File: config.mk
export PLATFORM = sky130hd
export DESIGN_NAME = masked_byte_pattern_scanner_flat
export DESIGN_NICKNAME = d
export VERILOG_FILES = /design/src/rtl/mbps_pkg.sv /design/src/rtl/mbps_if.sv /design/src/rtl/mbps_cell.sv /design/src/rtl/mbps_out_buf.sv /design/src/rtl/masked_byte_pattern_scanner.sv /design/src/flat_wrapper.sv
export SDC_FILE = /design/constraint.sdc
export NUM_CORES = 2
export LEC_CHECK = 0
export BUFFER_PORTS_ARGS = -buffer_cell sky130_fd_sc_hd__buf_4
export CORE_ASPECT_RATIO = 0.9
export CORE_MARGIN = 10
export CORE_UTILIZATION = 50
export DETAILED_ROUTE_END_ITERATION = 12
export HOLD_SLACK_MARGIN = 0.05
export PLACE_DENSITY = 0.66
export SLEW_MARGIN = 20
export SYNTH_ARGS = -nofsm -noshare
export SYNTH_HDL_FRONTEND = slang
export SYNTH_SLANG_ARGS = --single-unit
File: constraint.sdc
create_clock -name clk -period 38.8 [get_ports clk]
set_clock_uncertainty 0.1 [all_clocks]
set_input_delay 3.88 -clock clk [delete_from_list [all_inputs] [get_ports clk]]
set_output_delay 3.88 -clock clk [all_outputs]
set_load 0.1 [all_outputs]
File: src/rtl/mbps_pkg.sv
// ----------------------------------------------------------------------------
// mbps_pkg
// Shared constants, register indexes and types of the masked byte pattern
// scanner.
// ----------------------------------------------------------------------------
package mbps_pkg;

    // Longest pattern the window can hold and the width of the byte counter
    localparam int PATTERN_MAX = 32;
    localparam int COUNT_WIDTH = 33;

    // The pattern registers carry 32 bytes, so the usable length is the smaller
    localparam int REG_BYTES  = 32;
    localparam int USABLE_LEN = (PATTERN_MAX < REG_BYTES) ? PATTERN_MAX : REG_BYTES;
    localparam int SLOT_W     = (USABLE_LEN > 1) ? $clog2(USABLE_LEN) : 1;

    localparam int LEN_W      = 6;
    localparam int ADDR_W     = 64;
    localparam int CFG_DATA_W = 64;
    localparam int CFG_IDX_W  = 3;

    typedef logic [COUNT_WIDTH-1:0] count_t;
    typedef logic [LEN_W-1:0]       len_t;
    typedef logic [ADDR_W-1:0]      addr_t;

    // Configuration register indexes
    typedef enum logic [CFG_IDX_W-1:0] {
        REG_PATTERN_0    = 3'd0,
        REG_PATTERN_1    = 3'd1,
        REG_PATTERN_2    = 3'd2,
        REG_PATTERN_3    = 3'd3,
        REG_CARE_MASK    = 3'd4,
        REG_PATTERN_LEN  = 3'd5,
        REG_REGION_BASE  = 3'd6
    } cfg_index_t;

    // Control broadcast to every window cell
    typedef struct packed {
        logic advance;
        logic clear;
    } cell_ctrl_t;

    // One result on its way to the output queue
    typedef struct packed {
        logic  found;
        addr_t match_address;
    } result_t;

endpackage

File: src/rtl/mbps_if.sv
// ----------------------------------------------------------------------------
// mbps_in_if / mbps_out_if
// Valid/ready channels for the byte stream and for the search results.
// ----------------------------------------------------------------------------
interface mbps_in_if;
    logic       valid;
    logic       ready;
    logic [7:0] data_byte;
    logic       last_byte;

    modport source (output valid, output data_byte, output last_byte, input ready);
    modport sink   (input valid, input data_byte, input last_byte, output ready);
endinterface

interface mbps_out_if;
    logic        valid;
    logic        ready;
    logic        found;
    logic [63:0] match_address;

    modport source (output valid, output found, output match_address, input ready);
    modport sink   (input valid, input found, input match_address, output ready);
endinterface

File: src/rtl/mbps_cell.sv
// ----------------------------------------------------------------------------
// mbps_cell
// One slot of the byte window: holds one byte, passes it on to the next
// older slot and compares the byte it takes against its aligned pattern byte.
// ----------------------------------------------------------------------------
module mbps_cell
    import mbps_pkg::*;
(
    input  logic       clk,
    input  logic       rst_n,
    input  cell_ctrl_t ctrl,
    input  logic [7:0] data_in,
    input  logic [7:0] pattern_byte,
    input  logic       care,
    output logic [7:0] data_out,
    output logic       hit
);

    logic [7:0] win_reg;
    logic [7:0] win_next;

    // Compare the byte that enters this slot on the current request
    assign hit      = !care || (data_in == pattern_byte);
    assign data_out = win_reg;

    // Shift in, or drop the window contents at the end of a region
    always_comb
    begin
        win_next = win_reg;
        if (ctrl.advance)
        begin
            win_next = ctrl.clear ? 8'h00 : data_in;
        end
    end

    always_ff @(posedge clk or negedge rst_n)
    begin
        if (!rst_n)
        begin
            win_reg <= 8'h00;
        end
        else
        begin
            win_reg <= win_next;
        end
    end

endmodule

File: src/rtl/mbps_out_buf.sv
// ----------------------------------------------------------------------------
// mbps_out_buf
// Two-entry result queue so the scanner keeps taking bytes while a result
// waits to be taken.
// ----------------------------------------------------------------------------
module mbps_out_buf
    import mbps_pkg::*;
(
    input  logic    clk,
    input  logic    rst_n,
    input  logic    push,
    input  result_t push_data,
    output logic    full,
    mbps_out_if.source out_ch
);

    logic [1:0] count_reg;
    logic [1:0] count_next;
    result_t    slot0_reg;
    result_t    slot0_next;
    result_t    slot1_reg;
    result_t    slot1_next;
    logic       pop;

    assign pop                  = out_ch.valid && out_ch.ready;
    assign full                 = (count_reg == 2'd2);
    assign out_ch.valid         = (count_reg != 2'd0);
    assign out_ch.found         = slot0_reg.found;
    assign out_ch.match_address = slot0_reg.match_address;

    // Advance the queue: head in slot 0, second entry in slot 1
    always_comb
    begin
        count_next = count_reg;
        slot0_next = slot0_reg;
        slot1_next = slot1_reg;
        unique case (count_reg)
            2'd0:
            begin
                if (push)
                begin
                    slot0_next = push_data;
                    count_next = 2'd1;
                end
            end
            2'd1:
            begin
                if (push && pop)
                begin
                    slot0_next = push_data;
                end
                else if (pop)
                begin
                    count_next = 2'd0;
                end
                else if (push)
                begin
                    slot1_next = push_data;
                    count_next = 2'd2;
                end
            end
            2'd2:
            begin
                if (pop)
                begin
                    slot0_next = slot1_reg;
                    count_next = 2'd1;
                end
            end
            default:
            begin
                count_next = 2'd0;
            end
        endcase
    end

    always_ff @(posedge clk or negedge rst_n)
    begin
        if (!rst_n)
        begin
            count_reg <= 2'd0;
        end
        else
        begin
            count_reg <= count_next;
        end
    end

    always_ff @(posedge clk)
    begin
        slot0_reg <= slot0_next;
        slot1_reg <= slot1_next;
    end

endmodule

File: src/rtl/masked_byte_pattern_scanner.sv
// ----------------------------------------------------------------------------
// masked_byte_pattern_scanner
// Searches a byte stream for the first match of a masked pattern.
// ----------------------------------------------------------------------------
// The scanner takes one byte per clock cycle, back to back, and reports the
// first place in each region where the configured pattern matches, with
// wildcards where the care bit is clear, or a not-found result at the end of
// a region without a match. The bytes run through a chain of 32 window cells;
// each cell compares its byte against the pattern byte aligned to it for the
// current length, and all cells are checked in the same cycle as the byte is
// taken, so the result of a byte is pushed into the queue as the byte is
// taken and is offered once it reaches the queue head. A two-entry result queue
// lets bytes keep flowing while a result waits; the input stalls only when both
// entries are held. Write the configuration registers between regions.
// ----------------------------------------------------------------------------
module masked_byte_pattern_scanner
    import mbps_pkg::*;
(
    input  logic                  clk,
    input  logic                  rst_n,
    input  logic                  cfg_we,
    input  logic [CFG_IDX_W-1:0]  cfg_index,
    input  logic [CFG_DATA_W-1:0] cfg_data,
    mbps_in_if.sink               in_ch,
    mbps_out_if.source            out_ch
);

    localparam count_t COUNT_MAX = '1;

    // Configuration registers
    logic [63:0] pattern_reg [4];
    logic [31:0] care_reg;
    len_t        length_reg;
    addr_t       base_reg;

    // Region state
    count_t seen_reg;
    count_t seen_next;
    logic   reported_reg;
    logic   reported_next;

    logic [255:0]          pat_flat;
    logic [7:0]            align_byte [USABLE_LEN];
    logic                  align_care [USABLE_LEN];
    logic [7:0]            chain      [USABLE_LEN+1];
    logic [USABLE_LEN-1:0] hits;

    logic       accept;
    logic       full;
    logic       counted;
    count_t     seen_inc;
    count_t     offset;
    logic       len_ok;
    logic       emit_match;
    logic       emit_end;
    cell_ctrl_t ctrl;
    result_t    result;

    // Take configuration writes
    always_ff @(posedge clk or negedge rst_n)
    begin
        if (!rst_n)
        begin
            pattern_reg[0] <= '0;
            pattern_reg[1] <= '0;
            pattern_reg[2] <= '0;
            pattern_reg[3] <= '0;
            care_reg       <= '0;
            length_reg     <= '0;
            base_reg       <= '0;
        end
        else if (cfg_we)
        begin
            unique case (cfg_index_t'(cfg_index))
                REG_PATTERN_0:   pattern_reg[0] <= cfg_data;
                REG_PATTERN_1:   pattern_reg[1] <= cfg_data;
                REG_PATTERN_2:   pattern_reg[2] <= cfg_data;
                REG_PATTERN_3:   pattern_reg[3] <= cfg_data;
                REG_CARE_MASK:   care_reg       <= cfg_data[31:0];
                REG_PATTERN_LEN: length_reg     <= cfg_data[LEN_W-1:0];
                REG_REGION_BASE: base_reg       <= cfg_data;
                default:         ;
            endcase
        end
    end

    // Align the pattern to window age: slot a holds pattern byte len-1-a
    assign pat_flat = {pattern_reg[3], pattern_reg[2], pattern_reg[1], pattern_reg[0]};

    always_comb
    begin
        logic [LEN_W-1:0] idx;
        for (int a = 0; a < USABLE_LEN; a++)
        begin
            idx           = length_reg - LEN_W'(1) - LEN_W'(a);
            align_byte[a] = pat_flat[{idx[4:0], 3'b000} +: 8];
            align_care[a] = (LEN_W'(a) < length_reg) && care_reg[idx[4:0]];
        end
    end

    // Window chain: the newest byte enters slot 0
    assign accept    = in_ch.valid && in_ch.ready;
    assign ctrl      = '{advance: accept, clear: in_ch.last_byte};
    assign chain[0]  = in_ch.data_byte;

    for (genvar g = 0; g < USABLE_LEN; g++)
    begin : g_cell
        mbps_cell u_cell (
            .clk          (clk),
            .rst_n        (rst_n),
            .ctrl         (ctrl),
            .data_in      (chain[g]),
            .pattern_byte (align_byte[g]),
            .care         (align_care[g]),
            .data_out     (chain[g+1]),
            .hit          (hits[g])
        );
    end

    // Count bytes of the region, saturating at the counter limit
    assign counted  = (seen_reg != COUNT_MAX);
    assign seen_inc = counted ? seen_reg + count_t'(1) : seen_reg;
    assign offset   = seen_inc - count_t'(length_reg);
    assign len_ok   = (length_reg != '0) && (length_reg <= LEN_W'(USABLE_LEN));

    // Decide the result of the current byte
    assign emit_match = !reported_reg && counted && len_ok
                        && (seen_inc >= count_t'(length_reg)) && (&hits);
    assign emit_end   = in_ch.last_byte && !reported_reg && !emit_match;

    assign result.found         = emit_match;
    assign result.match_address = emit_match ? base_reg + ADDR_W'(offset) : '0;

    always_comb
    begin
        seen_next     = seen_reg;
        reported_next = reported_reg;
        if (accept)
        begin
            if (in_ch.last_byte)
            begin
                seen_next     = '0;
                reported_next = 1'b0;
            end
            else
            begin
                seen_next     = seen_inc;
                reported_next = reported_reg || emit_match;
            end
        end
    end

    always_ff @(posedge clk or negedge rst_n)
    begin
        if (!rst_n)
        begin
            seen_reg     <= '0;
            reported_reg <= 1'b0;
        end
        else
        begin
            seen_reg     <= seen_next;
            reported_reg <= reported_next;
        end
    end

    // Hold results until the sink takes them
    assign in_ch.ready = !full;

    mbps_out_buf u_out_buf (
        .clk       (clk),
        .rst_n     (rst_n),
        .push      (accept && (emit_match || emit_end)),
        .push_data (result),
        .full      (full),
        .out_ch    (out_ch)
    );

endmodule
File: src/flat_wrapper.sv
// flat-port wrapper written by rule: the top's interface ports become plain ports
module masked_byte_pattern_scanner_flat import mbps_pkg::*;
  (clk, rst_n, cfg_we, cfg_index, cfg_data, in_ch_valid, in_ch_data_byte, in_ch_last_byte, in_ch_ready, out_ch_valid, out_ch_found, out_ch_match_address, out_ch_ready);
  mbps_in_if in_ch_i ();
  mbps_out_if out_ch_i ();
  input  logic clk;
  input  logic rst_n;
  input  logic cfg_we;
  input  logic [CFG_IDX_W-1:0] cfg_index;
  input  logic [CFG_DATA_W-1:0] cfg_data;
  input wire logic [$bits(in_ch_i.valid)-1:0] in_ch_valid;
  input wire logic [$bits(in_ch_i.data_byte)-1:0] in_ch_data_byte;
  input wire logic [$bits(in_ch_i.last_byte)-1:0] in_ch_last_byte;
  output wire logic [$bits(in_ch_i.ready)-1:0] in_ch_ready;
  output wire logic [$bits(out_ch_i.valid)-1:0] out_ch_valid;
  output wire logic [$bits(out_ch_i.found)-1:0] out_ch_found;
  output wire logic [$bits(out_ch_i.match_address)-1:0] out_ch_match_address;
  input wire logic [$bits(out_ch_i.ready)-1:0] out_ch_ready;
  assign in_ch_i.valid = in_ch_valid;
  assign in_ch_i.data_byte = in_ch_data_byte;
  assign in_ch_i.last_byte = in_ch_last_byte;
  assign in_ch_ready = in_ch_i.ready;
  assign out_ch_valid = out_ch_i.valid;
  assign out_ch_found = out_ch_i.found;
  assign out_ch_match_address = out_ch_i.match_address;
  assign out_ch_i.ready = out_ch_ready;
  masked_byte_pattern_scanner u_core (.clk(clk), .rst_n(rst_n), .cfg_we(cfg_we), .cfg_index(cfg_index), .cfg_data(cfg_data), .in_ch(in_ch_i), .out_ch(out_ch_i));
endmodule
# ---- Word level (Yosys, flattened, before mapping)
# Cells that the tools add are included.
dict set report totals {
  ff_bits 772
  in_bits 81
  out_inout_bits 67
  wordCells 463
}
dict set report op_classes {
  addsub 35
  n_lt_le_gt_ge 66
  eq_ne 46
  shifts 32
  muxes 109
  bitwise 2
  n_reduce_logical 128
}
# op count
set op_table {}
lappend op_table {{variable part select 256 x 9 -> 8 bit} 32}
lappend op_table {{== test 8 bit} 32}
lappend op_table {{two-way mux 8 bit} 31}
lappend op_table {{two-way mux 65 bit} 3}
lappend op_table {{one-hot mux 65 bit (3 select lines)} 1}
lappend op_table {{< comparator 5 x 6 -> 1 bit, second input constant} 32}
lappend op_table {{binary-select mux 1 bit (select 5 bit)} 32}
lappend op_table {{< comparator 5 x 6 -> 1 bit, first input constant} 16}
lappend op_table {{subtractor 5 bit, second input constant} 16}
lappend op_table {{two-way mux 33 bit} 2}
lappend op_table {{adder 64 x 33 -> 64 bit} 1}
lappend op_table {{two-way mux 64 bit} 1}
lappend op_table {{< comparator 4 x 6 -> 1 bit, first input constant} 8}
lappend op_table {{logical AND 1 bit} 43}
lappend op_table {{subtractor 5 x 4 -> 5 bit, second input constant} 8}
lappend op_table {{zero test 1 bit} 35}
lappend op_table {{logical OR 1 bit} 34}
lappend op_table {{adder 33 x 1 -> 33 bit, second input constant} 1}
lappend op_table {{>= comparator 33 x 6 -> 1 bit} 1}
lappend op_table {{two-way mux 1 bit} 33}
lappend op_table {{!= test 33 bit, second input constant} 1}
lappend op_table {{subtractor 33 x 6 -> 33 bit} 1}
lappend op_table {{AND reduction 32 bit} 1}
lappend op_table {{< comparator 3 x 6 -> 1 bit, first input constant} 4}
lappend op_table {{other kinds (23)} 49}

# ---- Depth between registers and ports, before layout
dict set report depth {
  word_depth 17
  ltp_mapped 36
  ltp_nobuf 33
}

# ---- Modules after synthesis
# A second synthesis with hierarchy kept.
dict set report hier_totals {
  hier_cells 5555
  hier_area_um2 55055.3
}
# mod n_inst cells_each area_per_inst_um2 seq_area_each_um2
set by_module_without_submodules {}
lappend by_module_without_submodules {masked_byte_pattern_scanner 1 3931 35864.4 9809.4}
lappend by_module_without_submodules {mbps_cell 32 44 444.2 200.2}
lappend by_module_without_submodules {mbps_out_buf 1 216 4977.3 3953.8}

# ---- Worst setup path after synthesis
# No wires, ideal clock.
dict set report synth_timing {
  kind {register -> register}
  start {register u_core.length_reg[0]}
  end {register u_core.u_out_buf.slot0_reg, in the netlist u_core.u_out_buf.out_ch.found (enable)}
  setup_time_ns 0.578
  arrival_ns 11.639
  required_time_ns 38.122
  path_slack_ns 26.484
  stages_incl_launch_ff 29
  path_buffers 11
  period_less_slack_ns 12.316
  path_cell_list {dfrtp_1 -> buf_2 -> inv_1 -> clkbuf_1 -> clkbuf_1 -> buf_1 -> ha_1 -> xor2_1 -> buf_2 -> buf_2 -> buf_2 -> buf_1 -> ha_1 -> o21a_1 -> o21ai_1 -> xnor2_2 -> buf_2 -> clkbuf_1 -> mux4_2 -> xnor2_1 -> nand4_1 -> o211ai_1 -> nand4_1 -> nor4_1 -> o2111ai_1 -> nor4_2 -> clkbuf_1 -> a21oi_1 -> o21ai_0}
}
dict set report synth_between {
  elab_chain_len 16
  word_cells_on_any_way 304
  classes_between {add/sub (32); order compare (34); eq/ne (34); shift (32); mux (64); reduce/logical (108)}
}
# element line
set synth_lines {}
lappend synth_lines {{start: declaration} masked_byte_pattern_scanner.sv:33} ;# len_t length_reg;
lappend synth_lines {{start signal: assignment} masked_byte_pattern_scanner.sv:80} ;# REG_PATTERN_LEN: length_reg <= cfg_data[LEN_W-1:0];
lappend synth_lines {{branches (longest 8 deep; another with subtractor 5 x 1 -> 5 bit)} -}
lappend synth_lines {{logical AND 1 bit *} masked_byte_pattern_scanner.sv:128} ;# && (seen_inc >= count_t'(length_reg)) && (&hits);
lappend synth_lines {{zero test 1 bit} masked_byte_pattern_scanner.sv:129} ;# assign emit_end = in_ch.last_byte && !reported_reg && !emit_match;
lappend synth_lines {{logical AND 1 bit} masked_byte_pattern_scanner.sv:129}
lappend synth_lines {{logical OR 1 bit *} masked_byte_pattern_scanner.sv:173} ;# .push (accept && (emit_match || emit_end)),
lappend synth_lines {{logical AND 1 bit *} masked_byte_pattern_scanner.sv:173}
lappend synth_lines {{logical AND 1 bit} mbps_out_buf.sv:48} ;# if (push && pop)
lappend synth_lines {{!= test 2 bit (no source line)} -}
lappend synth_lines {{AND reduction 4 bit (no source line) *} -}
lappend synth_lines {{end signal: assignment} mbps_out_buf.sv:91} ;# slot0_reg <= slot0_next;
lappend synth_lines {{end: declaration} mbps_out_buf.sv:19} ;# result_t slot0_reg;
# Mark *: on every way between the ends. The select of a mux whose other input is x is not followed.
# A chain may end at the register's enable or synchronous reset.

==> metrics.md <==
| Metric | Value |
|---|---|
| Slew HR | 11.0% |
| # placed instances | 6535 |
| Per-cell routed wire length | 36.7 um |
| Final WL | 246000 um |
| Final Util | 55.2% |
| Post-layout min period | 9.60 ns |
| Unrepaired setup endpoints after global routing | no |
| YS warnings | 0 |
| Die Width | 373 um |
| Final non-filler cell total | 6697 |
| Area growth syn-to-layout | 9.28% |
| Worst skew pair latency | 0.76 ns |
| Largest net degree at the start of global routing | 162 |
| Syn_nets | 5325 |
| DRC viols | 0 |
| Final hold vios | 0 |
| Sum Neg Setup Slack | 0 ns |
| Number of global-route vias before repair | 42400 |
| CP max-delay cell | o2111a_1 |
| H-tree level count | 3 |
| Pre-antenna DRT Iters | 6 |
| Global route overflow | 0 |
| Share of post-route cells with drive strength above 1 | 25.5% |
| Hold WS | 0.411 ns |
| Die Area | 0.126 mm2 |
| Worst path most repeated cell | nand2_1 |
| Final Setup Violations | 0 |
| Synth Flop Type | dfrtp_1 |
| Max reg flops | 256 |
| Arr. time, crit path | 9.96 ns |
| FP Rows | 116 |
| Post-synth EDFFs | 130 |
| Most frequent cells in the layout | nand2_1, dfrtp_1, mux2_2 |
| CTS Root Cell | clkbuf_16 |
| Antenna violations before repair | 17 |
| Antenna-violating nets left | 0 |
| Post-Synthesis Cells | 5185 |
| Post-CTS setup buffer count | 0 |
| Post-CTS Hold Buffers | 0 |
| CTS Buf Count | 84 |
| Final Cell Area | 0.0614 mm2 |
| GPL Wtd Cong | 1.20 |
| Max Root-Sink Buffers | 3 |
| Port bufs | 147 |
| Cell Area, Placed | 0.0585 mm2 |
| CTS tree | built |
| Final Max Tran Viols | 0 |
| Leading cell type in the layout, fill and taps excluded | nand2_1 |
| WS Path Type | reg2reg |
| Sequential element share of the synthesized area | 35.5% |
| WP data required | 39.16 ns |
| Die height | 338 um |
| Net count, final | 5286 |
| Starting Density | 50.5% |
| Post-synth ARST share | 83.2% |
| First-pass GRT wire length | 340000 um |
| Run status | finished, final reports clean |
| Setup WS post-layout | 29.20 ns |
| CP Max Fanout | 13 |
| Resize count post-CTS | 0 |
| IO Count | 148 |
| Clock Pin Slew Worst Setup and Hold Paths | 0.07 ns |
| Via/cell ratio | 6.90 |
| Core area | 0.111 mm2 |
| Hold Path Class | reg2reg |
| Worst Max-Slew Pin Slew | 1.30 ns |
| F_max | 104 MHz |
| Post-Syn Area per Cell | 10.8 um2 |
| Period utilisation layout | 24.7% |
| Dpl ws | 29.39 ns |
| Detailed Place HPWL | 195000 um |
| Distinct cell type count after synthesis | 89 |
| Synthesized cell area | 0.0562 mm2 |
| Leakage | 25.6 nW |
| Post-synthesis register bit count | 772 |
| Routed vias | 46200 |
| Clock sinks | 772 |
| CP max stage delay | 0.78 ns |
| Crit. End Element | register |
| PD cells | 96.3 mW/mm2 |
| CP Launch Type | register |
| DRT iter0 DRCs | 7471 |
| VDD IR max | 0.0666 mV |
| Max_cap viols | 0 |
| Total Routing Usage GR | 38.2% |
| Final Total Pwr | 5.91 mW |
-- worst paths after layout --
path	startpoint	to	slack (ns)	cells after the start
worst max-delay path	u_core.seen_reg[6]$_DFFE_PN0P_	u_core.u_out_buf.out_ch.match_address[40]$_DFFE_PP_	29.20	32
worst min-delay path	u_core.seen_reg[21]$_DFFE_PN0P_	u_core.seen_reg[21]$_DFFE_PN0P_	0.41	1
worst max register to register	u_core.seen_reg[6]$_DFFE_PN0P_	u_core.u_out_buf.out_ch.match_address[40]$_DFFE_PP_	29.20	32
worst min register to register	u_core.seen_reg[21]$_DFFE_PN0P_	u_core.seen_reg[21]$_DFFE_PN0P_	0.41	1
max in group asynchronous	rst_n	u_core.length_reg[0]$_DFFE_PN0P_	30.84	6
min in group asynchronous	rst_n	u_core.u_out_buf.count_reg[1]$_DFFE_PN0P_	3.10	1
-- critical path: cells and delay by family (launching register included) --
family	cells	cell delay [ns]
AOI/OAI and AO/OA	12	3.26
xor gates and xnor gates	2	0.44
adders and majority gates	2	0.61
DFF	1	0.55
and+or+nand+nor	16	4.34
-- layer usage --
metal | up-vias | global-route usage [%] | part of all wire (%)
met5 | - | 0 | 0.017
met1 | 23700 | 52.6 | 40
met3 | 546 | 16.0 | 14
li1 | 19000 | - | -
met2 | 2917 | 50.8 | 39
met4 | 6 | 19.6 | 6.5
-- power by group --
part,leakage (nW),switching (mW),internal [mW]
clock,1.39,0.372,0.479
sequential,9.45,0.128,0.920
combinational,14.8,2.63,1.38
-- cell usage after synthesis (15+ instances only) --
cell	n	area, um2
a2111oi_0	18	158
a211oi_1	26	195
a21o_1	21	158
a21oi_1	104	521
a31oi_1	23	144
and2_1	40	250
and3_1	46	288
buf_1	46	173
buf_2	66	330
clkbuf_1	223	837
dfrtp_1	642	16100
edfxtp_1	130	3900
ha_1	57	713
inv_1	57	214
mux2_2	451	5080
mux2i_1	133	1330
mux4_2	409	9210
nand2_1	876	3290
nand2b_1	15	93.8
nand3_1	120	601
nand3b_1	247	1850
nand4_1	81	507
nor2_1	162	608
nor2b_1	16	100
nor3_1	40	200
nor4_1	67	419
o2111ai_1	17	149
o211ai_1	38	285
o21ai_0	125	626
o22ai_1	26	163
o31ai_1	18	135
o31ai_2	38	475
xnor2_1	322	2820
xor2_1	290	2540
-- cells by family after synthesis --
| logic type | count (synthesis) | share of synthesized area [%] |
|---|---|---|
| AND/OR/NAND/NOR | 1768 | 15.5 |
| adder cells (fa/ha/maj) | 59 | 1.34 |
| XOR/XNOR | 616 | 9.71 |
| AO/OA/AOI/OAI | 551 | 6.89 |
| multiplexers | 995 | 27.8 |
| buffers and inverters | 424 | 3.21 |
| flip-flops | 772 | 35.5 |
-- area by class of cell --
cell class | instances | area [um2]
Sequential cell | 772 | 20000
Clock buffer | 114 | 2390
Multi-Input combinational cell | 3989 | 34600
Inverter | 66 | 248
Antenna cell | 7 | 17.5
Clock inverter | 41 | 507
Timing Repair Buffer | 233 | 1790
Fill cell | 9518 | 49900
Tap cell | 1475 | 1850
(Power assumes the default switching activity.)
